--- config.mk ---
export PLATFORM = sky130hd
export DESIGN_NAME = cassette_pulse_block_decoder_core
export DESIGN_NICKNAME = d
export VERILOG_FILES = /design/src/cpbd_pkg.sv /design/src/cpbd_front.sv /design/src/cpbd_fifo.sv /design/src/cpbd_back.sv /design/src/cassette_pulse_block_decoder_core.sv
export SDC_FILE = /design/constraint.sdc
export NUM_CORES = 1
export LEC_CHECK = 0
export ABC_CLOCK_PERIOD_IN_PS = 6300
export BUFFER_PORTS_ARGS = -buffer_cell sky130_fd_sc_hd__buf_2
export CORE_MARGIN = 5
export CORE_UTILIZATION = 58
export DETAILED_ROUTE_END_ITERATION = 10
export HOLD_SLACK_MARGIN = 0.06
export PLACE_DENSITY = 0.78
export REMOVE_ABC_BUFFERS = 1
export SKIP_LAST_GASP = 1
export SLEW_MARGIN = 10
export SYNTH_ARGS = -nofsm -noshare
export SYNTH_HDL_FRONTEND = slang
export SYNTH_SLANG_ARGS = --single-unit
--- constraint.sdc ---
create_clock -name clk -period 6.3 [get_ports clk]
set_input_delay 0.945 -clock clk [delete_from_list [all_inputs] [get_ports clk]]
set_output_delay 0.945 -clock clk [all_outputs]
set_load 0.02 [all_outputs]
--- src/cpbd_pkg.sv ---
// ----------------------------------------------------------------------------
// cpbd_pkg
// Shared types and constants for the cassette pulse block decoder.
// ----------------------------------------------------------------------------
`default_nettype none

package cpbd_pkg;

  localparam int CFG_DATA_W = 16;

  // threshold divider 0x0180 = 3 << 7
  localparam int DIV_SHIFT = 7;

  localparam logic [7:0]  TAPEMARK_LENGTH_RESET = 8'd40;
  localparam logic [15:0] BLOCK_SIZE_RESET      = 16'd128;

  typedef enum logic [0:0] {
    CFG_TAPEMARK_LENGTH,
    CFG_BLOCK_SIZE
  } cpbd_cfg_t;

  typedef enum logic [1:0] {
    KIND_DATA,
    KIND_GOOD,
    KIND_MISMATCH,
    KIND_NO_START
  } cpbd_kind_t;

  typedef enum logic [2:0] {
    F_SKIP,
    F_SYNC,
    F_MARK_ONES,
    F_MARK_ZEROS,
    F_MARK_END,
    F_DATA
  } cpbd_fphase_t;

  typedef enum logic [1:0] {
    B_IDLE,
    B_DATA,
    B_CSUM_HI,
    B_CSUM_LO
  } cpbd_bphase_t;

  typedef struct packed {
    logic sample;
    logic restart;
  } cpbd_in_t;

  typedef struct packed {
    cpbd_kind_t  kind;
    logic [7:0]  data_byte;
    logic [15:0] byte_index;
    logic [15:0] ones_count;
    logic        last;
  } cpbd_out_t;

  // front to back: either a data-start marker or one classified pulse
  typedef struct packed {
    logic start;
    logic bit_val;
  } cpbd_tok_t;

endpackage

`default_nettype wire

--- src/cpbd_front.sv ---
// ----------------------------------------------------------------------------
// cpbd_front
// Pulse measurement, threshold training and tapemark search; emits pulse
// tokens once data starts.
// ----------------------------------------------------------------------------
`default_nettype none

module cpbd_front #(
  parameter int SKIP_PULSES = 256,
  parameter int SYNC_WINDOW = 512,
  parameter int LENGTH_BITS = 16
) (
  input  logic                clk,
  input  logic                rst_n,
  input  logic                in_valid,
  output logic                in_ready,
  input  cpbd_pkg::cpbd_in_t  in_data,
  input  logic [7:0]          tapemark_length,
  input  logic                q_full,
  output logic                push,
  output cpbd_pkg::cpbd_tok_t push_tok
);
  import cpbd_pkg::*;

  localparam int CNT_MAX = (SKIP_PULSES > SYNC_WINDOW) ? SKIP_PULSES : SYNC_WINDOW;
  localparam int CNT_W   = $clog2(CNT_MAX + 1);
  localparam int SUM_W   = LENGTH_BITS + $clog2(SYNC_WINDOW);
  localparam int Q_W     = SUM_W - DIV_SHIFT;
  localparam int K       = Q_W + 2;
  localparam int P_W     = Q_W + K;
  localparam int CMP_W   = (Q_W > LENGTH_BITS) ? Q_W : LENGTH_BITS;
  localparam logic [K-1:0] RECIP = K'(((64'd1 << K) + 64'd2) / 64'd3);
  localparam logic [LENGTH_BITS-1:0] LEN_MAX = '1;

  cpbd_fphase_t           phase_r, phase_nxt, ph_c;
  logic [LENGTH_BITS-1:0] hl_r, hl_nxt, hl_c;
  logic                   low_r, low_nxt, low_c;
  logic [CNT_W-1:0]       pc_r, pc_nxt, pc_c, pc_inc;
  logic [SUM_W-1:0]       sum_r, sum_nxt, sum_c, sum_add;
  logic [LENGTH_BITS-1:0] thr_r, thr_nxt, thr_c;
  logic [7:0]             mc_r, mc_nxt, mc_c;
  logic                   div_pend_r, div_pend_nxt;
  logic [Q_W-1:0]         div_in_r, div_in_nxt;

  logic                   acc, clr, pulse, bit_v, resync;
  logic [7:0]             ml;
  logic [8:0]             mc_inc;
  logic                   skip_done, sync_done, ones_done, zeros_done;
  logic [P_W-1:0]         prod;
  logic [CMP_W-1:0]       q_ext;
  logic [LENGTH_BITS-1:0] div_q;

  assign in_ready = !q_full;
  assign acc      = in_valid && in_ready;
  assign clr      = acc && in_data.restart;

  assign ph_c  = clr ? F_SKIP : phase_r;
  assign hl_c  = clr ? '0 : hl_r;
  assign low_c = clr ? 1'b0 : low_r;
  assign pc_c  = clr ? '0 : pc_r;
  assign sum_c = clr ? '0 : sum_r;
  assign thr_c = clr ? '0 : thr_r;
  assign mc_c  = clr ? '0 : mc_r;

  assign pulse   = acc && in_data.sample && low_c;
  assign bit_v   = (thr_c != '0) && (hl_c >= thr_c);
  assign ml      = (tapemark_length == 8'd0) ? 8'd1 : tapemark_length;
  assign pc_inc  = pc_c + CNT_W'(1);
  assign mc_inc  = {1'b0, mc_c} + 9'd1;
  assign sum_add = sum_c + SUM_W'(hl_c);

  assign skip_done  = pc_inc >= CNT_W'(SKIP_PULSES);
  assign sync_done  = pc_inc >= CNT_W'(SYNC_WINDOW);
  assign ones_done  = mc_inc >= ({1'b0, ml} - 9'd1);
  assign zeros_done = mc_inc >= {1'b0, ml};

  assign resync = pulse && (((ph_c == F_MARK_ONES) && !bit_v) ||
                            ((ph_c == F_MARK_ZEROS) && bit_v) ||
                            ((ph_c == F_MARK_END) && !bit_v));

  // sum / 384: drop 7 bits, then reciprocal multiply by 1/3
  assign prod  = P_W'(div_in_r) * P_W'(RECIP);
  assign q_ext = CMP_W'(prod[P_W-1:K]);
  assign div_q = (q_ext > CMP_W'(LEN_MAX)) ? LEN_MAX : q_ext[LENGTH_BITS-1:0];

  always_comb begin
    phase_nxt = phase_r;
    if (acc) begin
      phase_nxt = ph_c;
      if (pulse) begin
        case (ph_c)
          F_SKIP: begin
            if (skip_done) phase_nxt = F_SYNC;
          end
          F_SYNC: begin
            if (bit_v) phase_nxt = (ml > 8'd1) ? F_MARK_ONES : F_MARK_ZEROS;
          end
          F_MARK_ONES: begin
            if (!bit_v) phase_nxt = F_SKIP;
            else if (ones_done) phase_nxt = F_MARK_ZEROS;
          end
          F_MARK_ZEROS: begin
            if (bit_v) phase_nxt = F_SKIP;
            else if (zeros_done) phase_nxt = F_MARK_END;
          end
          F_MARK_END: begin
            phase_nxt = bit_v ? F_DATA : F_SKIP;
          end
          F_DATA: begin
            phase_nxt = F_DATA;
          end
          default: begin
            phase_nxt = F_SKIP;
          end
        endcase
      end
    end
  end

  always_comb begin
    hl_nxt       = hl_r;
    low_nxt      = low_r;
    pc_nxt       = pc_r;
    sum_nxt      = sum_r;
    thr_nxt      = thr_r;
    mc_nxt       = mc_r;
    div_pend_nxt = 1'b0;
    div_in_nxt   = div_in_r;
    push         = 1'b0;
    push_tok     = '0;
    if (div_pend_r) thr_nxt = div_q;
    if (acc) begin
      hl_nxt  = hl_c;
      low_nxt = low_c;
      pc_nxt  = pc_c;
      sum_nxt = sum_c;
      mc_nxt  = mc_c;
      if (clr) thr_nxt = '0;
      if (in_data.sample) begin
        if (low_c) begin
          low_nxt = 1'b0;
          hl_nxt  = LENGTH_BITS'(1);
        end else if (hl_c != LEN_MAX) begin
          hl_nxt = hl_c + LENGTH_BITS'(1);
        end
      end else begin
        low_nxt = 1'b1;
      end
      if (pulse) begin
        case (ph_c)
          F_SKIP: begin
            pc_nxt = pc_inc;
            if (skip_done) begin
              pc_nxt  = '0;
              sum_nxt = '0;
            end
          end
          F_SYNC: begin
            if (bit_v) begin
              mc_nxt = '0;
            end else begin
              sum_nxt = sum_add;
              pc_nxt  = pc_inc;
              if (sync_done) begin
                div_pend_nxt = 1'b1;
                div_in_nxt   = sum_add[SUM_W-1:DIV_SHIFT];
                sum_nxt      = '0;
                pc_nxt       = '0;
              end
            end
          end
          F_MARK_ONES: begin
            if (bit_v) mc_nxt = ones_done ? 8'd0 : mc_inc[7:0];
          end
          F_MARK_ZEROS: begin
            if (!bit_v) mc_nxt = zeros_done ? 8'd0 : mc_inc[7:0];
          end
          F_MARK_END: begin
            if (bit_v) begin
              push           = 1'b1;
              push_tok.start = 1'b1;
            end
          end
          F_DATA: begin
            push             = 1'b1;
            push_tok.bit_val = bit_v;
          end
          default: begin
            push = 1'b0;
          end
        endcase
      end
      if (resync) begin
        pc_nxt       = '0;
        sum_nxt      = '0;
        thr_nxt      = '0;
        div_pend_nxt = 1'b0;
      end
    end
  end

  always_ff @(posedge clk) begin
    if (!rst_n) begin
      phase_r    <= F_SKIP;
      hl_r       <= '0;
      low_r      <= 1'b0;
      pc_r       <= '0;
      sum_r      <= '0;
      thr_r      <= '0;
      mc_r       <= '0;
      div_pend_r <= 1'b0;
    end else begin
      phase_r    <= phase_nxt;
      hl_r       <= hl_nxt;
      low_r      <= low_nxt;
      pc_r       <= pc_nxt;
      sum_r      <= sum_nxt;
      thr_r      <= thr_nxt;
      mc_r       <= mc_nxt;
      div_pend_r <= div_pend_nxt;
    end
  end

  always_ff @(posedge clk) begin
    div_in_r <= div_in_nxt;
  end

endmodule

`default_nettype wire

--- src/cpbd_fifo.sv ---
// ----------------------------------------------------------------------------
// cpbd_fifo
// Short token queue between the pulse front end and the byte back end.
// ----------------------------------------------------------------------------
`default_nettype none

module cpbd_fifo #(
  parameter int DEPTH = 4
) (
  input  logic                clk,
  input  logic                rst_n,
  input  logic                push,
  input  cpbd_pkg::cpbd_tok_t push_tok,
  output logic                full,
  output logic                tok_valid,
  output cpbd_pkg::cpbd_tok_t tok,
  input  logic                pop
);
  import cpbd_pkg::*;

  localparam int AW = (DEPTH > 1) ? $clog2(DEPTH) : 1;
  localparam int CW = $clog2(DEPTH + 1);

  cpbd_tok_t       mem_r [DEPTH];
  logic [AW-1:0]   wr_r, wr_nxt, rd_r, rd_nxt;
  logic [CW-1:0]   cnt_r, cnt_nxt;
  logic            do_push, do_pop;

  assign full      = cnt_r == CW'(DEPTH);
  assign tok_valid = cnt_r != '0;
  assign tok       = mem_r[rd_r];
  assign do_push   = push && !full;
  assign do_pop    = pop && tok_valid;

  always_comb begin
    wr_nxt  = wr_r;
    rd_nxt  = rd_r;
    cnt_nxt = cnt_r;
    if (do_push) wr_nxt = (wr_r == AW'(DEPTH - 1)) ? '0 : wr_r + AW'(1);
    if (do_pop) rd_nxt = (rd_r == AW'(DEPTH - 1)) ? '0 : rd_r + AW'(1);
    if (do_push && !do_pop) cnt_nxt = cnt_r + CW'(1);
    else if (do_pop && !do_push) cnt_nxt = cnt_r - CW'(1);
  end

  always_ff @(posedge clk) begin
    if (!rst_n) begin
      wr_r  <= '0;
      rd_r  <= '0;
      cnt_r <= '0;
    end else begin
      wr_r  <= wr_nxt;
      rd_r  <= rd_nxt;
      cnt_r <= cnt_nxt;
    end
  end

  always_ff @(posedge clk) begin
    if (do_push) mem_r[wr_r] <= push_tok;
  end

endmodule

`default_nettype wire

--- src/cpbd_back.sv ---
// ----------------------------------------------------------------------------
// cpbd_back
// Byte framing, one-bit count and checksum check; holds the result register.
// ----------------------------------------------------------------------------
`default_nettype none

module cpbd_back (
  input  logic                clk,
  input  logic                rst_n,
  input  logic                tok_valid,
  input  cpbd_pkg::cpbd_tok_t tok,
  output logic                tok_pop,
  input  logic [15:0]         blk_len,
  output logic                out_valid,
  input  logic                out_ready,
  output cpbd_pkg::cpbd_out_t out_data
);
  import cpbd_pkg::*;

  cpbd_bphase_t phase_r, phase_nxt;
  logic [3:0]   bc_r, bc_nxt, bc_inc;
  logic [15:0]  byte_cnt_r, byte_cnt_nxt, byte_cnt_inc;
  logic [7:0]   shift_r, shift_nxt, shift_new;
  logic [15:0]  ones_r, ones_nxt, ones_inc;
  logic [7:0]   csum_hi_r, csum_hi_nxt;
  logic         out_valid_r, out_valid_nxt;
  cpbd_out_t    out_data_r, out_data_nxt;

  logic         pulse, byte_done, emit_v;
  cpbd_out_t    emit_d;

  assign tok_pop      = tok_valid && (!out_valid_r || out_ready);
  assign pulse        = tok_pop && !tok.start && (phase_r != B_IDLE);
  assign shift_new    = {shift_r[6:0], tok.bit_val};
  assign ones_inc     = ones_r + 16'((phase_r == B_DATA) && tok.bit_val);
  assign bc_inc       = bc_r + 4'd1;
  assign byte_done    = (bc_r != 4'd0) && (bc_inc == 4'd9);
  assign byte_cnt_inc = byte_cnt_r + 16'd1;

  always_comb begin
    phase_nxt = phase_r;
    if (tok_pop && tok.start) begin
      phase_nxt = (blk_len == 16'd0) ? B_CSUM_HI : B_DATA;
    end else if (pulse) begin
      if (bc_r == 4'd0) begin
        if (!tok.bit_val) phase_nxt = B_IDLE;
      end else if (byte_done) begin
        case (phase_r)
          B_DATA: begin
            if (byte_cnt_inc >= blk_len) phase_nxt = B_CSUM_HI;
          end
          B_CSUM_HI: phase_nxt = B_CSUM_LO;
          B_CSUM_LO: phase_nxt = B_IDLE;
          default:   phase_nxt = B_IDLE;
        endcase
      end
    end
  end

  always_comb begin
    bc_nxt       = bc_r;
    byte_cnt_nxt = byte_cnt_r;
    shift_nxt    = shift_r;
    ones_nxt     = ones_r;
    csum_hi_nxt  = csum_hi_r;
    emit_v       = 1'b0;
    emit_d       = '{kind: KIND_DATA, data_byte: 8'd0, byte_index: byte_cnt_r,
                     ones_count: ones_r, last: 1'b1};
    if (tok_pop && tok.start) begin
      bc_nxt       = 4'd0;
      byte_cnt_nxt = 16'd0;
      shift_nxt    = 8'd0;
      ones_nxt     = 16'd0;
    end else if (pulse) begin
      if (bc_r == 4'd0) begin
        if (!tok.bit_val) begin
          emit_v      = 1'b1;
          emit_d.kind = KIND_NO_START;
        end else begin
          bc_nxt    = 4'd1;
          shift_nxt = 8'd0;
        end
      end else begin
        shift_nxt = shift_new;
        ones_nxt  = ones_inc;
        bc_nxt    = byte_done ? 4'd0 : bc_inc;
        if (byte_done) begin
          case (phase_r)
            B_DATA: begin
              emit_v            = 1'b1;
              emit_d.data_byte  = shift_new;
              emit_d.ones_count = ones_inc;
              emit_d.last       = 1'b0;
              byte_cnt_nxt      = byte_cnt_inc;
            end
            B_CSUM_HI: csum_hi_nxt = shift_new;
            B_CSUM_LO: begin
              emit_v      = 1'b1;
              emit_d.kind = ({csum_hi_r, shift_new} == ones_r) ? KIND_GOOD : KIND_MISMATCH;
            end
            default: emit_v = 1'b0;
          endcase
        end
      end
    end
  end

  always_comb begin
    out_valid_nxt = out_valid_r;
    out_data_nxt  = out_data_r;
    if (emit_v) begin
      out_valid_nxt = 1'b1;
      out_data_nxt  = emit_d;
    end else if (out_ready) begin
      out_valid_nxt = 1'b0;
    end
  end

  always_ff @(posedge clk) begin
    if (!rst_n) begin
      phase_r     <= B_IDLE;
      bc_r        <= '0;
      byte_cnt_r  <= '0;
      shift_r     <= '0;
      ones_r      <= '0;
      csum_hi_r   <= '0;
      out_valid_r <= 1'b0;
    end else begin
      phase_r     <= phase_nxt;
      bc_r        <= bc_nxt;
      byte_cnt_r  <= byte_cnt_nxt;
      shift_r     <= shift_nxt;
      ones_r      <= ones_nxt;
      csum_hi_r   <= csum_hi_nxt;
      out_valid_r <= out_valid_nxt;
    end
  end

  always_ff @(posedge clk) begin
    out_data_r <= out_data_nxt;
  end

  assign out_valid = out_valid_r;
  assign out_data  = out_data_r;

endmodule

`default_nettype wire

--- src/cassette_pulse_block_decoder_core.sv ---
// ----------------------------------------------------------------------------
// cassette_pulse_block_decoder_core
// Pulse-width cassette block decoder: front end, token queue, byte back end.
//
//   port group   direction   handshake            payload
//   in_          sink        in_valid/in_ready    sample, restart
//   out_         source      out_valid/out_ready  kind, data_byte, byte_index,
//                                                 ones_count, last
//   cfg_         sink        cfg_we               cfg_index, cfg_data
//
// One sample item per cycle while the token queue has room; with the queue empty
// and the result register free, the item that completes a byte or status has its
// token queued at acceptance, and the back end then loads the result register.
// Threshold update after a training window goes through the divider input
// register and reciprocal multiplier, covered by two samples per pulse minimum.
// Synchronous reset clears all control state; restart clears the front end state.
// in_ready drops only when the token queue is full behind a stalled output.
// ----------------------------------------------------------------------------
`default_nettype none

module cassette_pulse_block_decoder_core #(
  parameter int SKIP_PULSES = 256,
  parameter int SYNC_WINDOW = 512,
  parameter int LENGTH_BITS = 16,
  parameter int QUEUE_DEPTH = 4
) (
  input  logic                        clk,
  input  logic                        rst_n,
  input  logic                        in_valid,
  output logic                        in_ready,
  input  cpbd_pkg::cpbd_in_t          in_data,
  output logic                        out_valid,
  input  logic                        out_ready,
  output cpbd_pkg::cpbd_out_t         out_data,
  input  logic                        cfg_we,
  input  logic [0:0]                  cfg_index,
  input  logic [cpbd_pkg::CFG_DATA_W-1:0] cfg_data
);
  import cpbd_pkg::*;

  logic [7:0]  tml_r, tml_nxt;
  logic [15:0] bsz_r, bsz_nxt;

  logic        q_full, push, tok_valid, tok_pop;
  cpbd_tok_t   push_tok, tok;

  always_comb begin
    tml_nxt = tml_r;
    bsz_nxt = bsz_r;
    if (cfg_we) begin
      case (cfg_index)
        CFG_TAPEMARK_LENGTH: tml_nxt = cfg_data[7:0];
        CFG_BLOCK_SIZE:      bsz_nxt = cfg_data[15:0];
        default:             tml_nxt = tml_r;
      endcase
    end
  end

  always_ff @(posedge clk) begin
    if (!rst_n) begin
      tml_r <= TAPEMARK_LENGTH_RESET;
      bsz_r <= BLOCK_SIZE_RESET;
    end else begin
      tml_r <= tml_nxt;
      bsz_r <= bsz_nxt;
    end
  end

  cpbd_front #(
    .SKIP_PULSES(SKIP_PULSES),
    .SYNC_WINDOW(SYNC_WINDOW),
    .LENGTH_BITS(LENGTH_BITS)
  ) u_front (
    .clk            (clk),
    .rst_n          (rst_n),
    .in_valid       (in_valid),
    .in_ready       (in_ready),
    .in_data        (in_data),
    .tapemark_length(tml_r),
    .q_full         (q_full),
    .push           (push),
    .push_tok       (push_tok)
  );

  cpbd_fifo #(
    .DEPTH(QUEUE_DEPTH)
  ) u_fifo (
    .clk      (clk),
    .rst_n    (rst_n),
    .push     (push),
    .push_tok (push_tok),
    .full     (q_full),
    .tok_valid(tok_valid),
    .tok      (tok),
    .pop      (tok_pop)
  );

  cpbd_back u_back (
    .clk       (clk),
    .rst_n     (rst_n),
    .tok_valid (tok_valid),
    .tok       (tok),
    .tok_pop   (tok_pop),
    .blk_len   (bsz_r),
    .out_valid (out_valid),
    .out_ready (out_ready),
    .out_data  (out_data)
  );

endmodule

`default_nettype wire

==> flow_summary.ini <==
[pwr]
p_per_area_mw_per_mm2 = 169
ir_drop_mv = 0.222
totalPowerFinal_mw = 3.52
p_leak_nw = 9.15

[sta]
max_slew_margin = 0.256
skew_ns = 0.0225
drv_slew = 0
worst_slew_pin_slew_ns = 1.11
min_period_over_period = 0.967
setup_viol = 0
rsz0062_at_grt = no
tns_ns = 0
finalHoldViolations = 0
hold_slack_ns = 0.471
min_period_ns = 6.09
layout_setup_ws_ns = 0.207
clock.fmax_mhz = 164

[synth]
ys.flop_type = dfxtp_1
seq_area_frac_synth = 0.284
synth.avg_cell_area_um2 = 9.04
synth_top_area_frac = 0.176
synth_enable_flop_cells = 69
synthArstFlopShare = 0
ys_ff_latch = 236
yosysUniqueCellTypes = 81
ys_top_cells_by_area = dfxtp_1, ha_1, fa_1
synth_largest_area_cell = dfxtp_1
syn_area_mm2 = 0.0190
netlist_instances = 2106
yosysWarnings = 0

[critical_path]
slowest_delay_ns = 0.54
cp_common_cell = fa_1
crit_family = adder cells
worst_setup_path_end_kind = flip-flop
cp_data_arrival_time_ns = 6.52
path_max_fanout = 4
critPathSlowestCell = fa_1
r2r_setup_slack_ns = 0.21
required_ns = 6.73
path_cells = buf_4 > ha_1 > fa_1 > inv_1 > fa_1 > inv_1 > fa_1 > fa_1 > inv_1 > fa_1 > inv_1 > ha_1 > a21oi_2 > o21ai_0 > o31ai_2 > buf_4 > nor4_4 > nor3_1 > o21bai_1 > a211oi_1 > nor2_1 > o221a_2
cp_num_buf_inv = 6
cp-start-kind = flip-flop
path_class = reg -> reg

[floorplanning]
die_h_um = 191
io_pins = 69
start_util = 0.587
core_mm2 = 0.0325
die_w_um = 191
die-area_mm2 = 0.0366
rows = 66

[global_routing]
grt_pass1_vias = 15300
grt_usage = 0.247
grt_first_pass_wirelength_um = 75600
antenna_found_initial = 0
grt_max_degree = 63
gr-total-overflow = 0

[job]
drv_cap = 0

[cts]
worstSkewPairLatency_ns = 0.55
htree_levels = 1
clk_pin_slew_worst_paths_ns = 0.06
holdBufCountCts = 0
clock_path_buffers = 3
cts_root_buf = clkbuf_16
numCtsBuffers = 27
cts_tree = built
clock_sinks = 236

[min_path]
hold_path.class = reg -> reg

[drt]
vias = 15500
drt_first_iter_violations = 1222
viasPerCell = 5.89
drcViolationCount = 0
routedWlPerCell_um = 17.3
ant_nets = 0
drtPass1Iterations = 6
wl_um = 45400

[final_layout]
drive_above_1_share = 0.0860
fin_util = 0.642
final_cell_mix = inv_1, ha_1, nand2_1
syn2layout_area_growth_pct = 9.37
design_area_mm2 = 0.0208
fin_nets = 2544
stdcell_count = 2628
final_common_cell = inv_1
antennaDiodeCount = 0
fillCellCount = 2663

[place]
dpl_worst_slack_ns = -0.187
dp.cells = 2577
hpwl_um = 35000
post_dp_cell_area_mm2 = 0.0199
finalWeightedCongestion = 0.972
port_buffers = 68

[status]
status = finished, final reports clean
layout make-up:
type	count	area [um2]	area share
clock buffer	38	758	0.0364
clock inverter	12	109	0.00523
inverter	284	1070	0.0512
multi-input combinational	1520	12400	0.594
sequential	236	5420	0.260
tap	442	553	0.0266
timing repair buffer	96	551	0.0264
layer usage:
metal  track usage  vias up  share of wire
met4        0.0599        0          0.023
met5             0        -              0
met2         0.416      538           0.47
met3        0.0270      101          0.064
met1         0.344     7445           0.44
li1              -     7391              -
power breakdown:
| part | leakage [nW] | internal (mW) | switching (mW) |
|---|---|---|---|
| logic | 6.87 | 0.112 | 0.243 |
| registers | 1.86 | 1.59 | 0.0370 |
| clock network | 0.414 | 0.886 | 0.647 |
worst register-to-register path, stage by stage, from the launching register on:
cell and delay [ns]:
edfxtp_1 0.43, buf_4 0.19, ha_1 0.23, fa_1 0.52
inv_1 0.06, fa_1 0.52, inv_1 0.06, fa_1 0.50
fa_1 0.54, inv_1 0.05, fa_1 0.52, inv_1 0.04
ha_1 0.23, a21oi_2 0.17, o21ai_0 0.14, o31ai_2 0.25
buf_4 0.18, nor4_4 0.05, nor3_1 0.46, o21bai_1 0.20
a211oi_1 0.33, nor2_1 0.10, o221a_2 0.24
path summary, 6_finish.rpt:
| path | start | to | cells after the start |
|---|---|---|---|
| worst max-delay path | u_front.div_in_r[3] | u_front.thr_r[6] | 22 |
| worst min-delay path | u_front.sum_r[9] | u_front.sum_r[9] | 1 |
| worst max register to register | u_front.div_in_r[3] | u_front.thr_r[6] | 22 |
| worst min register to register | u_front.sum_r[9] | u_front.sum_r[9] | 1 |
Yosys cell counts (29+ instances only):
library cell  count
nand2_1         190
and3_1           29
o21ai_0          77
and2_1           57
ha_1            245
xor2_1           53
xnor2_1          63
inv_1           283
nor2_1          149
edfxtp_1         69
nand3_1          54
a21oi_1         111
dfxtp_1         167
fa_1            110
nand4_1          36
clkbuf_1         48
logic make-up after synthesis:
group / count (synthesis) / share of synthesized area
multiplexers: 25 / 0.0147
AND/OR/NAND/NOR: 631 / 0.162
AO/OA/AOI/OAI: 393 / 0.139
adder cells (fa/ha/maj): 355 / 0.277
XOR/XNOR: 116 / 0.0534
buffers and inverters: 350 / 0.0709
flip-flops: 236 / 0.284
state kept, by name, indices dropped and copies added (netlist names), 10 cells and up, named ones only:
| register | flops |
|---|---|
| u_back.byte_cnt_r | 16 |
| u_front.sum_r | 25 |
| u_front.div_in_r | 18 |
| u_back.ones_r | 16 |
| u_front.pc_r | 10 |
| u_front.thr_r | 16 |
| u_front.hl_r | 16 |
| bsz_r | 16 |
| u_back.out_data | 43 |
what timing repair did:
| action | 4_1_cts | 5_1_grt |
|---|---|---|
| pin swaps | 0 | 2 |
| resized for setup | 2 | 10 |
| setup buffers | 0 | 1 |
| setup endpoints to repair | 16 | 16 |
No activity file was read; power rests on OpenSTA's default activity.
